**src/hdl/assert_macros.svh**
```systemverilog
// assertion helpers used by the rtl
`ifndef ASSERT_MACROS_SVH
`define ASSERT_MACROS_SVH

// same-cycle implication, checked outside reset
`define LCD4_ASSERT_IMPL(label, clock, rstn, ante, cons) \
    label: assert property (@(posedge clock) disable iff (!rstn) (ante) |-> (cons)) \
        else $error("lcd4 check failed");

// next-cycle implication, checked outside reset
`define LCD4_ASSERT_NEXT(label, clock, rstn, ante, cons) \
    label: assert property (@(posedge clock) disable iff (!rstn) (ante) |=> (cons)) \
        else $error("lcd4 check failed");

`endif

```
**src/hdl/lcd4_pkg.sv**
```systemverilog
package lcd4_pkg;

    localparam int MAX_DIGITS = 5;
    localparam int BCD_W      = 4 * MAX_DIGITS;
    localparam int DIG_CNT_W  = $clog2(MAX_DIGITS + 1);
    localparam int VALUE_W    = 16;
    localparam int ACTION_W   = 3;
    localparam int IN_TDATA_W  = 24;
    localparam int OUT_TDATA_W = 16;
    localparam int CFG_INDEX_W = 2;
    localparam int CFG_DATA_W  = 6;
    localparam int INIT_LEN    = 17;

    localparam logic [ACTION_W-1:0] ACT_INIT    = 3'd0;
    localparam logic [ACTION_W-1:0] ACT_COMMAND = 3'd1;
    localparam logic [ACTION_W-1:0] ACT_CHAR    = 3'd2;
    localparam logic [ACTION_W-1:0] ACT_NUMBER  = 3'd3;
    localparam logic [ACTION_W-1:0] ACT_CLEAR   = 3'd4;
    localparam logic [ACTION_W-1:0] ACT_MOVE    = 3'd5;

    localparam logic [CFG_INDEX_W-1:0] REG_ROW_COUNT    = 2'd0;
    localparam logic [CFG_INDEX_W-1:0] REG_COLUMN_COUNT = 2'd1;

    localparam logic [7:0] CMD_CLEAR   = 8'h01;
    localparam logic [7:0] ASCII_ZERO  = 8'h30;
    localparam logic [4:0] WAIT_LONG_MS = 5'd10;

    typedef struct packed {
        logic       strobe;
        logic [3:0] nibble;
        logic [4:0] wait_ms;
    } lcd_item_t;

    // power-up sequence: wait, three wake-up nibbles, 4-bit switch, then setup bytes
    function automatic lcd_item_t init_item(input logic [4:0] idx);
        lcd_item_t it;
        it = '{strobe: 1'b1, nibble: 4'h0, wait_ms: 5'd0};
        case (idx)
            5'd0:    it = '{strobe: 1'b0, nibble: 4'h0, wait_ms: 5'd20};
            5'd1:    it = '{strobe: 1'b1, nibble: 4'h3, wait_ms: 5'd5};
            5'd2:    it = '{strobe: 1'b1, nibble: 4'h3, wait_ms: 5'd5};
            5'd3:    it = '{strobe: 1'b1, nibble: 4'h3, wait_ms: 5'd1};
            5'd4:    it = '{strobe: 1'b1, nibble: 4'h2, wait_ms: 5'd1};
            5'd6:    it = '{strobe: 1'b1, nibble: 4'h2, wait_ms: 5'd0};
            5'd8:    it = '{strobe: 1'b1, nibble: 4'h8, wait_ms: 5'd0};
            5'd10:   it = '{strobe: 1'b1, nibble: 4'h8, wait_ms: 5'd0};
            5'd12:   it = '{strobe: 1'b1, nibble: 4'h1, wait_ms: WAIT_LONG_MS};
            5'd14:   it = '{strobe: 1'b1, nibble: 4'h6, wait_ms: 5'd0};
            5'd16:   it = '{strobe: 1'b1, nibble: 4'hC, wait_ms: 5'd0};
            default: it = '{strobe: 1'b1, nibble: 4'h0, wait_ms: 5'd0};
        endcase
        return it;
    endfunction

endpackage

```
**src/hdl/lcd4_bcd.sv**
```systemverilog
module lcd4_bcd (
    input  logic                          clk,
    input  logic                          rst_n,
    input  logic                          start,
    input  logic [lcd4_pkg::VALUE_W-1:0]  bin,
    output logic                          done,
    output logic [lcd4_pkg::BCD_W-1:0]    bcd
);
    import lcd4_pkg::*;

    localparam int CNT_W = $clog2(VALUE_W + 1);

    logic                 busy_reg, busy_next;
    logic                 done_reg, done_next;
    logic [CNT_W-1:0]     cnt_reg, cnt_next;
    logic [VALUE_W-1:0]   sh_reg, sh_next;
    logic [BCD_W-1:0]     bcd_reg, bcd_next;
    logic [BCD_W-1:0]     adj;

    // add-3 on every digit of five or more before the shift
    always_comb
    begin
        for (int d = 0; d < MAX_DIGITS; d++)
        begin
            if (bcd_reg[4*d +: 4] >= 4'd5)
                adj[4*d +: 4] = bcd_reg[4*d +: 4] + 4'd3;
            else
                adj[4*d +: 4] = bcd_reg[4*d +: 4];
        end
    end

    always_comb
    begin
        busy_next = busy_reg;
        done_next = 1'b0;
        cnt_next  = cnt_reg;
        sh_next   = sh_reg;
        bcd_next  = bcd_reg;
        if (start)
        begin
            busy_next = 1'b1;
            cnt_next  = '0;
            sh_next   = bin;
            bcd_next  = '0;
        end
        else if (busy_reg)
        begin
            // one binary bit per cycle; a carry out of the top digit is dropped
            bcd_next = {adj[BCD_W-2:0], sh_reg[VALUE_W-1]};
            sh_next  = {sh_reg[VALUE_W-2:0], 1'b0};
            cnt_next = cnt_reg + CNT_W'(1);
            if (cnt_reg == CNT_W'(VALUE_W - 1))
            begin
                busy_next = 1'b0;
                done_next = 1'b1;
            end
        end
    end

    always_ff @(posedge clk or negedge rst_n)
    begin
        if (!rst_n)
        begin
            busy_reg <= 1'b0;
            done_reg <= 1'b0;
            cnt_reg  <= '0;
        end
        else
        begin
            busy_reg <= busy_next;
            done_reg <= done_next;
            cnt_reg  <= cnt_next;
        end
    end

    always_ff @(posedge clk)
    begin
        sh_reg  <= sh_next;
        bcd_reg <= bcd_next;
    end

    assign done = done_reg;
    assign bcd  = bcd_reg;

endmodule

```
**src/hdl/lcd_4bit_command_sequencer_unit.sv**
```systemverilog
// 4-bit character lcd command sequencer
// s_axis carries one request per transaction: tuser is the action, tdata holds
// value, row and col. m_axis gives the run of result items for that request,
// one per transaction, with tlast on the final one; tuser marks an enable strobe
// (1) or a wait-only item (0), tdata carries rs, nibble and the extra wait.
// cfg sets row_count (index 0) and column_count (index 1); it is always ready
// and is meant to be written only while no request is in progress.
// One result item per cycle while m_axis takes them. A byte request gives two
// items, high nibble then low nibble; power-up init gives 17 items. A decimal
// number first runs through the bit-serial binary to bcd converter, then its
// digits are loaded and checked, leading zero digits are dropped (up to 4), and
// each remaining digit gives two items, the last one with tlast.
// s_axis_tready is high only between requests; the next request is taken as soon
// as the last item sits in the output register, even if m_axis still stalls.
// When m_axis stalls the pending item holds and the sequence pauses.
// Reset: row_count 2, column_count 16, no item pending, ready for a request.
module lcd_4bit_command_sequencer_unit (
    input  logic                              clk,
    input  logic                              rst_n,
    input  logic                              s_axis_tvalid,
    output logic                              s_axis_tready,
    // value[15:0], row[17:16], col[23:18]
    input  logic [lcd4_pkg::IN_TDATA_W-1:0]   s_axis_tdata,
    // action[2:0]
    input  logic [lcd4_pkg::ACTION_W-1:0]     s_axis_tuser,
    output logic                              m_axis_tvalid,
    input  logic                              m_axis_tready,
    // rs[0], nibble[4:1], wait_ms[9:5], zeros above
    output logic [lcd4_pkg::OUT_TDATA_W-1:0]  m_axis_tdata,
    // strobe_res[0]
    output logic                              m_axis_tuser,
    output logic                              m_axis_tlast,
    input  logic                              cfg_valid,
    output logic                              cfg_ready,
    input  logic [lcd4_pkg::CFG_INDEX_W-1:0]  cfg_index,
    input  logic [lcd4_pkg::CFG_DATA_W-1:0]   cfg_data
);
    import lcd4_pkg::*;

    `include "assert_macros.svh"

    localparam logic [1:0] ST_IDLE = 2'd0;
    localparam logic [1:0] ST_CONV = 2'd1;
    localparam logic [1:0] ST_SKIP = 2'd2;
    localparam logic [1:0] ST_EMIT = 2'd3;

    localparam logic [1:0] MODE_INIT  = 2'd0;
    localparam logic [1:0] MODE_BYTE  = 2'd1;
    localparam logic [1:0] MODE_DIGIT = 2'd2;

    logic [1:0]           state_reg, state_next;
    logic [1:0]           mode_reg, mode_next;
    logic [4:0]           idx_reg, idx_next;
    logic [DIG_CNT_W-1:0] ndig_reg, ndig_next;
    logic [1:0]           row_count_reg, row_count_next;
    logic [5:0]           column_count_reg, column_count_next;
    logic                 out_valid_reg, out_valid_next;
    lcd_item_t            out_item_reg, out_item_next;
    logic                 out_rs_reg, out_rs_next;
    logic                 out_last_reg, out_last_next;
    logic [7:0]           byte_reg, byte_next;
    logic                 rs_reg, rs_next;
    logic [4:0]           wait_reg, wait_next;
    logic [BCD_W-1:0]     dig_reg, dig_next;

    logic                 in_fire;
    logic                 emit_fire;
    logic [VALUE_W-1:0]   in_value;
    logic [1:0]           in_row, row_c, rmax;
    logic [5:0]           in_col, col_c, cmax;
    logic [7:0]           move_byte;
    logic                 conv_start;
    logic                 conv_done;
    logic [BCD_W-1:0]     conv_bcd;
    logic [3:0]           top_digit;
    lcd_item_t            cur_item;
    logic                 cur_rs;
    logic                 cur_last;
    logic                 in_known;
    logic                 emit_init;
    logic                 emit_digit;

    assign s_axis_tready = (state_reg == ST_IDLE);
    assign in_fire       = s_axis_tvalid && s_axis_tready;
    assign cfg_ready     = 1'b1;

    assign in_value = s_axis_tdata[15:0];
    assign in_row   = s_axis_tdata[17:16];
    assign in_col   = s_axis_tdata[23:18];

    // a size of zero clamps like a size of one
    assign rmax  = (row_count_reg == 2'd0) ? 2'd0 : row_count_reg - 2'd1;
    assign cmax  = (column_count_reg == 6'd0) ? 6'd0 : column_count_reg - 6'd1;
    assign row_c = (in_row > rmax) ? rmax : in_row;
    assign col_c = (in_col > cmax) ? cmax : in_col;
    // set ddram address: bit 7 always set, row bit 0 in bit 6, row bit 1 dropped
    assign move_byte = {1'b1, row_c[0], col_c};

    assign conv_start = in_fire && (s_axis_tuser == ACT_NUMBER);

    lcd4_bcd u_bcd (
        .clk   (clk),
        .rst_n (rst_n),
        .start (conv_start),
        .bin   (in_value),
        .done  (conv_done),
        .bcd   (conv_bcd)
    );

    assign top_digit = dig_reg[BCD_W-1 -: 4];

    always_comb
    begin
        cur_item = '{strobe: 1'b1, nibble: 4'h0, wait_ms: 5'd0};
        cur_rs   = 1'b0;
        cur_last = 1'b0;
        case (mode_reg)
            MODE_INIT:
            begin
                cur_item = init_item(idx_reg);
                cur_last = (idx_reg == 5'(INIT_LEN - 1));
            end
            MODE_BYTE:
            begin
                cur_item.nibble  = idx_reg[0] ? byte_reg[3:0] : byte_reg[7:4];
                cur_item.wait_ms = idx_reg[0] ? wait_reg : 5'd0;
                cur_rs           = rs_reg;
                cur_last         = idx_reg[0];
            end
            default:
            begin
                // ascii digit: high nibble of '0', then the digit itself
                cur_item.nibble = idx_reg[0] ? top_digit : ASCII_ZERO[7:4];
                cur_rs          = 1'b1;
                cur_last        = idx_reg[0] && (ndig_reg == DIG_CNT_W'(1));
            end
        endcase
    end

    assign emit_fire = (state_reg == ST_EMIT) && (!out_valid_reg || m_axis_tready);

    always_comb
    begin
        state_next        = state_reg;
        mode_next         = mode_reg;
        idx_next          = idx_reg;
        ndig_next         = ndig_reg;
        row_count_next    = row_count_reg;
        column_count_next = column_count_reg;
        out_valid_next    = out_valid_reg;
        out_item_next     = out_item_reg;
        out_rs_next       = out_rs_reg;
        out_last_next     = out_last_reg;
        byte_next         = byte_reg;
        rs_next           = rs_reg;
        wait_next         = wait_reg;
        dig_next          = dig_reg;

        if (out_valid_reg && m_axis_tready)
            out_valid_next = 1'b0;

        case (state_reg)
            ST_IDLE:
            begin
                if (in_fire)
                begin
                    idx_next  = '0;
                    mode_next = MODE_BYTE;
                    rs_next   = 1'b0;
                    wait_next = 5'd0;
                    byte_next = in_value[7:0];
                    case (s_axis_tuser)
                        ACT_INIT:
                        begin
                            mode_next  = MODE_INIT;
                            state_next = ST_EMIT;
                        end
                        ACT_COMMAND:
                            state_next = ST_EMIT;
                        ACT_CHAR:
                        begin
                            rs_next    = 1'b1;
                            state_next = ST_EMIT;
                        end
                        ACT_NUMBER:
                        begin
                            mode_next  = MODE_DIGIT;
                            state_next = ST_CONV;
                        end
                        ACT_CLEAR:
                        begin
                            byte_next  = CMD_CLEAR;
                            wait_next  = WAIT_LONG_MS;
                            state_next = ST_EMIT;
                        end
                        ACT_MOVE:
                        begin
                            byte_next  = move_byte;
                            wait_next  = WAIT_LONG_MS;
                            state_next = ST_EMIT;
                        end
                        default:
                            state_next = ST_IDLE;
                    endcase
                end
            end
            ST_CONV:
            begin
                if (conv_done)
                begin
                    dig_next   = conv_bcd;
                    ndig_next  = DIG_CNT_W'(MAX_DIGITS);
                    state_next = ST_SKIP;
                end
            end
            ST_SKIP:
            begin
                // drop leading zeros, keeping at least one digit
                if ((ndig_reg != DIG_CNT_W'(1)) && (top_digit == 4'd0))
                begin
                    dig_next  = {dig_reg[BCD_W-5:0], 4'd0};
                    ndig_next = ndig_reg - DIG_CNT_W'(1);
                end
                else
                    state_next = ST_EMIT;
            end
            ST_EMIT:
            begin
                if (emit_fire)
                begin
                    out_valid_next = 1'b1;
                    out_item_next  = cur_item;
                    out_rs_next    = cur_rs;
                    out_last_next  = cur_last;
                    idx_next       = idx_reg + 5'd1;
                    if ((mode_reg == MODE_DIGIT) && idx_reg[0])
                    begin
                        dig_next  = {dig_reg[BCD_W-5:0], 4'd0};
                        ndig_next = ndig_reg - DIG_CNT_W'(1);
                    end
                    if (cur_last)
                        state_next = ST_IDLE;
                end
            end
            default:
                state_next = ST_IDLE;
        endcase

        if (cfg_valid)
        begin
            case (cfg_index)
                REG_ROW_COUNT:    row_count_next    = cfg_data[1:0];
                REG_COLUMN_COUNT: column_count_next = cfg_data;
                default:          ;
            endcase
        end
    end

    always_ff @(posedge clk or negedge rst_n)
    begin
        if (!rst_n)
        begin
            state_reg        <= ST_IDLE;
            mode_reg         <= MODE_INIT;
            idx_reg          <= '0;
            ndig_reg         <= '0;
            row_count_reg    <= 2'd2;
            column_count_reg <= 6'd16;
            out_valid_reg    <= 1'b0;
        end
        else
        begin
            state_reg        <= state_next;
            mode_reg         <= mode_next;
            idx_reg          <= idx_next;
            ndig_reg         <= ndig_next;
            row_count_reg    <= row_count_next;
            column_count_reg <= column_count_next;
            out_valid_reg    <= out_valid_next;
        end
    end

    always_ff @(posedge clk)
    begin
        out_item_reg <= out_item_next;
        out_rs_reg   <= out_rs_next;
        out_last_reg <= out_last_next;
        byte_reg     <= byte_next;
        rs_reg       <= rs_next;
        wait_reg     <= wait_next;
        dig_reg      <= dig_next;
    end

    assign m_axis_tvalid = out_valid_reg;
    assign m_axis_tdata  = {6'd0, out_item_reg.wait_ms, out_item_reg.nibble, out_rs_reg};
    assign m_axis_tuser  = out_item_reg.strobe;
    assign m_axis_tlast  = out_last_reg;

    assign in_known   = in_fire && (s_axis_tuser <= ACT_MOVE);
    assign emit_init  = (state_reg == ST_EMIT) && (mode_reg == MODE_INIT);
    assign emit_digit = (state_reg == ST_EMIT) && (mode_reg == MODE_DIGIT);

    `LCD4_ASSERT_NEXT(a_request_starts, clk, rst_n, in_known, state_reg != ST_IDLE)
    `LCD4_ASSERT_IMPL(a_conv_done_expected, clk, rst_n, conv_done, state_reg == ST_CONV)
    `LCD4_ASSERT_IMPL(a_init_in_range, clk, rst_n, emit_init, idx_reg < 5'(INIT_LEN))
    `LCD4_ASSERT_IMPL(a_digits_left, clk, rst_n, emit_digit, ndig_reg != '0)

endmodule
```
**config.mk**
```make
export PLATFORM = sky130hd
export DESIGN_NAME = lcd_4bit_command_sequencer_unit
export DESIGN_NICKNAME = d
export VERILOG_FILES = /design/src/hdl/lcd4_pkg.sv /design/src/hdl/lcd4_bcd.sv /design/src/hdl/lcd_4bit_command_sequencer_unit.sv
export VERILOG_INCLUDE_DIRS = /design/src /design/src/hdl
export SDC_FILE = /design/constraint.sdc
export NUM_CORES = 1
export LEC_CHECK = 0
export BUFFER_PORTS_ARGS = -buffer_cell sky130_fd_sc_hd__clkbuf_2
export CORE_MARGIN = 1.5
export CORE_UTILIZATION = 45
export CTS_CLUSTER_SIZE = 25
export DETAILED_ROUTE_END_ITERATION = 10
export GPL_ROUTABILITY_DRIVEN = 1
export GPL_TIMING_DRIVEN = 0
export PLACE_DENSITY = 0.78
export SYNTH_ARGS = -nofsm -noshare
export SYNTH_HDL_FRONTEND = slang
export SYNTH_HIERARCHICAL = 1
export SYNTH_SLANG_ARGS = --single-unit
```
**constraint.sdc**
```tcl
create_clock -name clk -period 3.1 [get_ports clk]
set_clock_uncertainty 0.15 [all_clocks]
set_input_delay 0.31 -clock clk [delete_from_list [all_inputs] [get_ports clk]]
set_output_delay 0.31 -clock clk [all_outputs]
set_load 0.1 [all_outputs]
```
==> results of run 1 <==
-- kinds of logic (layout without fill, tap and decap cells) --
group,count (synthesis),after routing,share of synthesized area (%)
adder cells (fa/ha/maj),33,33,7.18
other,2,7,0.131
AND/OR/NAND/NOR,141,141,13.2
buffers and inverters,72,143,5.66
multiplexers,53,53,10.1
AO/OA/AOI/OAI,102,102,13.1
flip-flops,105,105,49.0
XOR/XNOR,10,10,1.52
-- through the flow --
step | TNS (ns) | util (%) | power, mW | setup slack, ns
after floorplan | 0 | - | 5.31 | 0.0464
after global placement | -2.72 | 49.9 | 5.88 | -0.144
after detailed placement | -5.49 | 49.9 | 6.03 | -0.242
after CTS | 0 | 52.8 | 7.28 | 0.0221
after global routing | -0.0417 | 53.1 | 7.79 | -0.0215
final | 0 | 53.1 | 7.29 | 0.111
-- metal layers --
metal  routed length [microns]  track usage [%]  vias up
li1                          -                -     2009
met1                      4870             22.2     1968
met2                      5840             31.8      137
met3                       657             4.65       31
met4                       331             7.97        0
met5                         0                0        -
-- area by class of cell --
type,instances,area (sq um)
Clock buffer,10,250
Fill cell,1109,5870
Buffer,29,164
Sequential cell,105,2820
Clock inverter,6,73.8
Timing Repair Buffer,56,293
Tap cell,172,215
Inverter,42,158
Multi-Input combinational cell,346,2670
-- cells in the final DEF (no fill, tap or decap), drive strengths merged, types with 3 or more instances in the layout --
cell / n
a21bo: 4
a21o: 5
a21oi: 22
a221oi: 3
a22o: 3
a311oi: 4
and2: 11
and3: 3
buf: 25
clkbuf: 69
conb: 7
dfrtp: 26
dfxtp: 20
edfxtp: 57
ha: 33
inv: 43
mux2: 42
mux2i: 11
nand2: 28
nand2b: 7
nand3: 17
nand4: 9
nor2: 29
nor2b: 5
nor3: 8
nor3b: 4
o21ai: 31
o22a: 6
o22ai: 4
o311ai: 4
o32ai: 4
or3: 5
xor2: 8
-- path summary, 6_finish.rpt --
path                                     startpoint             endpoint  slack, ns  cells after the start
max in group asynchronous                     rst_n  column_count_reg[2]       1.92                      2
worst max register to register  column_count_reg[0]          byte_reg[0]       0.11                     12
min in group asynchronous                     rst_n           idx_reg[4]       0.40                      2
worst max-delay path            column_count_reg[0]          byte_reg[0]       0.11                     12
worst min-delay path                    cfg_data[5]  column_count_reg[5]       0.04                      2
worst min register to register        u_bcd/bcd[19]        u_bcd/bcd[19]       0.34                      2
-- report_power, final --
part | leakage, nW | switching, mW | total (mW) | internal, mW
clock | 0.152 | 0.531 | 1.21 | 0.683
sequential | 1.05 | 0.379 | 2.65 | 2.27
combinational | 1.61 | 2.12 | 3.43 | 1.31
total | 2.81 | 3.03 | 7.29 | 4.26
-- what timing repair did --
| action | in CTS | in global routing |
|---|---|---|
| pin swaps | 1 | 1 |
| endpoints found under the hold margin | 26 | 0 |
| hold buffers | 1 | 0 |
| setup endpoints to repair | 39 | 52 |
| setup buffers | 2 | 1 |
| gates cloned | 0 | 0 |
| resized for setup | 3 | 7 |
==> flow_summary.yaml, run 1 <==
global_route:
  antenna_found_initial: 0
  grt_max_degree: 29
  grt_pass1_wl_mm: 19.3
  grt_use_total_pct: 18.6
  grt_pass1_vias: 4081
  grt-ovfl-total: 0
logic_synthesis:
  async_flop_share_pct: 26.7
  synth_commonest_cells: "edfxtp_1 (57), inv_1 (42), mux2_2 (42)"
  post-synth-top-area-fraction_pct: 29.8
  synth_area_per_cell_sq_um: 11.1
  ys.flop_type: "edfxtp_1"
  synth_cells: 518
  netlist.top_cell.by_area: "edfxtp_1"
  synth-edff-count: 57
  netlist-cell-type-count: 64
  synth-seq-area-share_pct: 49.0
  yosys-top-cells-area: "edfxtp_1 (30%), dfrtp_1 (11%), mux2_2 (8.2%)"
  synth-seq-cells: 105
  ys_warn_count: 6
  syn_area_sq_um: 5750
  yosysMostFrequentCell: "edfxtp_1"
cts:
  clk_path_buf_depth: 2
  clk_pin_slew_worst_paths_ns: 0.07
  numCtsBuffers: 9
  cts_num_sinks: 105
  cts_tree: "yes"
  cts-root-buf: "clkbuf_16"
  insertion_delay_ns: 0.36
  h-tree-depth: 3
timing:
  max_slew_margin_pct: 46.9
  hold_violations: 0
  fmax_ghz: 0.335
  setup_viol: 0
  worstMarginPinSlew_ns: 0.789
  hold-worst-slack_ns: 0.0392
  fin_crit_sh_pct: 96.4
  slew_viol_final: 0
  finalCriticalPeriod_ns: 2.99
place:
  port_buffers: 52
  hpwl_mm: 8.48
  placedCellCount: 747
  postPlaceCellArea_sq_um: 6240
  gp_congestion: 0.873
setup_path:
  cp_data_required_time_ns: 3.06
  worst_setup_path_start_kind: "flop"
  slowest_delay_ns: 0.42
  path_delay_family: "simple AND/OR/NAND/NOR gates"
  path_max_fanout: 4
  cp.buffers_inverters: 2
  cp.arrival_ns: 2.95
  cp-end-kind: "flop"
  path_class: "flop to flop"
  path_cells: "inv_1 -> ha_1 -> nor3b_4 -> xnor2_1 -> nor2_1 -> inv_1 -> ha_1 -> and4_4 -> and3_4 -> a31oi_4 -> mux2_2 -> o22a_1"
  crit_slowest_cell: "dfrtp_1"
finish:
  final_cells: 766
  layout-drive-gt1-share_pct: 28.6
  synthToLayoutAreaGrowth_pct: 15.6
  post-route-cell-area_sq_um: 6640
  nets: 662
  diodes: 0
floorplan:
  num_io_pins: 61
  start_util_pct: 45.9
  die_h_microns: 116
  die_area_sq_um: 13500
  die_x_microns: 116
  row_count: 41
  core_sq_um: 12500
route:
  first_pass_iters: 4
  viasPerCell: 5.41
  wl_mm: 11.7
  num_vias: 4145
  drt-initial-drc-count: 332
  drc: 0
  final_antenna_net_count: 0
  wire_per_inst_microns: 15.3
power:
  power.density_nw_per_um2: 1100
  leakage_nw: 2.81
  max-vdd-ir-drop_uv: 607
outcome:
  status: "completed"
worst_hold_path:
  worstHoldPathType: "primary input to flop"
job:
  maxCapViolations: 0
Note: power is estimated with default switching activity, not from simulation.
==> inputs of run 2 (changes only) <==
- CORE_UTILIZATION: 45 -> 40
- PLACE_DENSITY: 0.78 -> 0.72
==> flow_summary.yaml, run 2 (synthesis gave the netlist of run 1 again) <==
outcome:
  status: "completed"
floorplan:
  num_io_pins: 61
  start_util_pct: 41.2
  die_x_microns: 123
  row_count: 43
  core_sq_um: 13900
  die_area_sq_um: 15100
  die_h_microns: 123
timing:
  max_slew_margin_pct: 45.7
  fin_crit_sh_pct: 94.6
  totalNegativeSetupSlack_ns: 0
  finalCriticalPeriod_ns: 2.93
  fmax_ghz: 0.341
  rsz0062_at_grt: "false"
  slew_viol_final: 0
  hold-worst-slack_ns: 0.0406
  hold_violations: 0
  fin_ws_ns: 0.167
  setup_viol: 0
  worstMarginPinSlew_ns: 0.814
cts:
  cts-root-buf: "clkbuf_16"
  insertion_delay_ns: 0.35
  cts_num_sinks: 105
  clk_path_buf_depth: 2
  h-tree-depth: 3
  numCtsBuffers: 9
  clk_pin_slew_worst_paths_ns: 0.07
  cts_tree: "yes"
place:
  hpwl_mm: 8.83
  place_ws_ns: -0.401
  postPlaceCellArea_sq_um: 6250
  gp_congestion: 0.856
  port_buffers: 52
  placedCellCount: 755
global_route:
  antenna_found_initial: 0
  grt_use_total_pct: 17.2
  grt-ovfl-total: 0
  grt_max_degree: 29
  grt_pass1_vias: 4164
  grt_pass1_wl_mm: 19.9
finish:
  nFillCells: 1251
  diodes: 0
  synthToLayoutAreaGrowth_pct: 15.3
  post-route-cell-area_sq_um: 6630
  final_cells: 774
  layout.cells.most_common_list: "edfxtp_1 (57), clkbuf_2 (52), mux2_2 (42)"
  fin_util_pct: 47.6
  final_common_cell: "edfxtp_1"
  nets: 662
  layout-drive-gt1-share_pct: 28.8
setup_path:
  cp_data_required_time_ns: 3.06
  path_class: "flop to flop"
  path_max_fanout: 4
  cp-end-kind: "flop"
  worst_setup_path_start_kind: "flop"
  cp.arrival_ns: 2.89
power:
  power.density_nw_per_um2: 1100
  max-vdd-ir-drop_uv: 499
  leakage_nw: 2.80
  power_mw: 7.26
route:
  drc: 0
  drt-met1-wl_mm: 5.30
  met2_length_mm: 5.82
  num_vias: 4121
  drt-initial-drc-count: 356
  viasPerCell: 5.32
  final_antenna_net_count: 0
  first_pass_iters: 5
  top_layer: "met4"
  wl_mm: 12.0
  dr_wl_met3_microns: 559
  wire_per_inst_microns: 15.5
worst_hold_path:
  worstHoldPathType: "primary input to flop"
job:
  maxCapViolations: 0
## run 2: cell types whose count changed in the layout (fill, tap and decap cells not counted), sizes merged
cell,delta
clkinvlp,-1
inv,+1
## run 2: layout make-up
cell class,instances,area (sq um),area share (%)
plain buffers,29,164,2.47
clock buffers,10,229,3.45
clock inverters,6,75.1,1.13
inverters,42,158,2.38
multi-input cells,346,2670,40.3
flip-flops and latches,105,2820,42.5
well taps,180,225,3.40
repair buffers,56,293,4.42
## run 2: layer usage
layer / global-route usage, % / up-vias
li1: - / 2004
met1: 21.2 / 1960
met2: 28.3 / 128
met5: 0 / -
met4: 8.36 / 0
met3: 4.00 / 29
## run 2: worst paths after layout
check                                    start                   to  slack, ns  cells after the start
setup / recovery           column_count_reg[0]          byte_reg[0]       0.17                     12
hold / removal                     cfg_data[3]  column_count_reg[3]       0.04                      2
setup reg to reg           column_count_reg[0]          byte_reg[0]       0.17                     12
hold reg to reg                  u_bcd/bcd[19]        u_bcd/bcd[19]       0.35                      2
max in group asynchronous                rst_n       u_bcd/busy_reg       1.89                      2
min in group asynchronous                rst_n           idx_reg[3]       0.41                      2
## run 2: critical path, cell delays in order (launching register included)
cell and delay, ns:
dfrtp_1 0.42, inv_2 0.09, ha_2 0.19, nor3b_4 0.19, xnor2_1 0.09, nor2_2 0.15, inv_1 0.06, ha_1 0.28
and4_1 0.20, and3_1 0.20, a31oi_4 0.15, mux2_2 0.35, o22a_1 0.16
## run 2: timing repair
item / 4_1_cts / 5_1_grt
gates resized for setup: 5 / 7
buffers inserted: 2 / 1
hold buffers: 1 / 0
pin swaps: 0 / 1
endpoints found under the setup margin: 51 / 53
hold endpoints to repair: 26 / 0
cloned: 0 / 0
## run 2: where the power goes
| group | internal [mW] | switching [mW] |
|---|---|---|
| logic | 1.30 | 2.15 |
| clock network | 0.638 | 0.526 |
| registers | 2.27 | 0.384 |
==> inputs of run 3 (changes only) <==
- CORE_ASPECT_RATIO: unset -> 0.8
- SETUP_SLACK_MARGIN: unset -> 0.2
==> flow_summary.yaml, run 3 (synthesis gave the netlist of run 1 again) <==
global_route:
  grt_pass1_wl_mm: 20.8
  grt_pass1_vias: 4218
  grt-ovfl-total: 0
  grt_use_total_pct: 17.9
  antenna_found_initial: 0
  grt_max_degree: 29
setup_path:
  path_class: "flop to flop"
  cp.arrival_ns: 2.85
  r2r_end: "byte_reg[0]"
  worst_setup_path_start_kind: "flop"
  cp-endpoint: "byte_reg[0]"
  ff2ff_path_depth: 10
  r2r-start: "column_count_reg[0]"
  cp_data_required_time_ns: 3.05
  regToRegSetupSlack_ns: 0.21
  crit_path_start: "column_count_reg[0]"
  cp-end-kind: "flop"
  path_max_fanout: 5
timing:
  worstMarginPinSlew_ns: 0.807
  hold-worst-slack_ns: 0.0437
  setup_viol: 0
  finalCriticalPeriod_ns: 2.89
  fin_crit_sh_pct: 93.3
  rsz0062_at_grt: "true"
  fmax_ghz: 0.346
  hold_violations: 0
  max_slew_margin_pct: 46.1
  slew_viol_final: 0
floorplan:
  die_h_microns: 110
  core_sq_um: 13800
  die_x_microns: 137
  num_io_pins: 61
  die_area_sq_um: 15100
  start_util_pct: 41.7
  row_count: 38
finish:
  final_common_cell: "edfxtp_1"
  multi_input_area_sq_um: 2750
  fin_util_pct: 49.0
  layout-drive-gt1-share_pct: 31.8
  post-route-cell-area_sq_um: 6760
  synthToLayoutAreaGrowth_pct: 17.7
  seqCellArea_sq_um: 2820
  nFillCells: 1226
  nets: 668
  layout.cells.most_common_list: "edfxtp_1 (57), clkbuf_2 (52), mux2_2 (41)"
  diodes: 0
route:
  final_antenna_net_count: 0
  drc: 0
  wire_per_inst_microns: 16.3
  num_vias: 4241
  first_pass_iters: 5
  viasPerCell: 5.44
  drt-initial-drc-count: 318
  wl_mm: 12.7
worst_hold_path:
  min_from: "cfg_data[2]"
  worstHoldPathType: "primary input to flop"
power:
  power_frac_seq_pct: 35.9
  internal_power_mw: 4.27
  swShare_pct: 42.3
  power.density_nw_per_um2: 1100
  pwr-share-clk_pct: 15.7
  switchingPower_mw: 3.14
  power.share.combinational_pct: 48.4
  leakage_nw: 2.83
  max-vdd-ir-drop_uv: 708
place:
  hpwl_mm: 9.13
  gp_congestion: 0.863
  postPlaceCellArea_sq_um: 6270
  port_buffers: 52
cts:
  cts-root-buf: "clkbuf_16"
  clk_path_buf_depth: 2
  cts_tree: "yes"
  cts_num_sinks: 105
  h-tree-depth: 3
  clk_pin_slew_worst_paths_ns: 0.07
  insertion_delay_ns: 0.35
  numCtsBuffers: 9
outcome:
  status: "completed"
job:
  maxCapViolations: 0
-- run 3: layer usage --
metal / part of all wire (%) / routed length, microns / track usage, %
met5: 0 / 0 / 0
met4: 1.3 / 172 / 5.19
met3: 5.2 / 658 / 4.44
met2: 47 / 5980 / 29.4
met1: 47 / 5930 / 23.5
-- run 3: worst min-delay path by stage --
stage / end / slack [ns] / depth (start not counted)
2_1_floorplan: column_count_reg[0] / -0.14 / 0
3_3_place_gp: column_count_reg[2] / 0.27 / 1
3_5_place_dp: column_count_reg[2] / 0.28 / 1
4_1_cts: column_count_reg[2] / 0.03 / 2
5_1_grt: column_count_reg[3] / 0.04 / 2
6_report: column_count_reg[2] / 0.04 / 2
-- run 3: critical path, cell delays in order (launching register included) --
cell and delay (ns):
dfrtp_1 0.39, inv_2 0.08, ha_1 0.21, and3b_1 0.22
nand2b_1 0.21, ha_1 0.32, and4_4 0.19, and3_4 0.17
a31oi_4 0.21, mux2_4 0.34, o22a_1 0.16
-- run 3: area by class of cell --
class	count	share of cell area, %
well taps	180	3.33
plain buffers	29	2.42
clock inverters	7	1.17
clock buffers	9	3.33
inverters	42	2.33
repair buffers	62	5.11
flip-flops and latches	105	41.7
multi-input cells	346	40.6
-- run 3: stage by stage --
stage	setup slack [ns]	power, mW	TNS [ns]	std cells
4_1_cts	0.191	7.34	0	775
6_report	0.207	7.41	0	780
3_5_place_dp	-0.333	6.09	-8.02	755
2_1_floorplan	0.207	5.33	0	523
5_1_grt	0.0909	7.90	0	780
3_3_place_gp	-0.177	5.92	-3.47	755
-- run 3: power groups by stage --
stage | clock network [mW] | registers [mW] | logic [mW]
3_3_place_gp | 0 | 2.65 | 3.27
4_1_cts | 1.18 | 2.66 | 3.50
6_report | 1.16 | 2.66 | 3.58
5_1_grt | 1.24 | 2.74 | 3.92
2_1_floorplan | 0 | 2.99 | 2.34
3_5_place_dp | 0 | 2.68 | 3.41
-- run 3: repair_timing --
item / 4_1_cts / 5_1_grt
endpoints found under the hold margin: 26 / 0
resized for setup: 14 / 16
buffers inserted: 4 / 5
pin swaps: 3 / 7
hold buffers: 1 / 0
setup endpoints to repair: 64 / 6
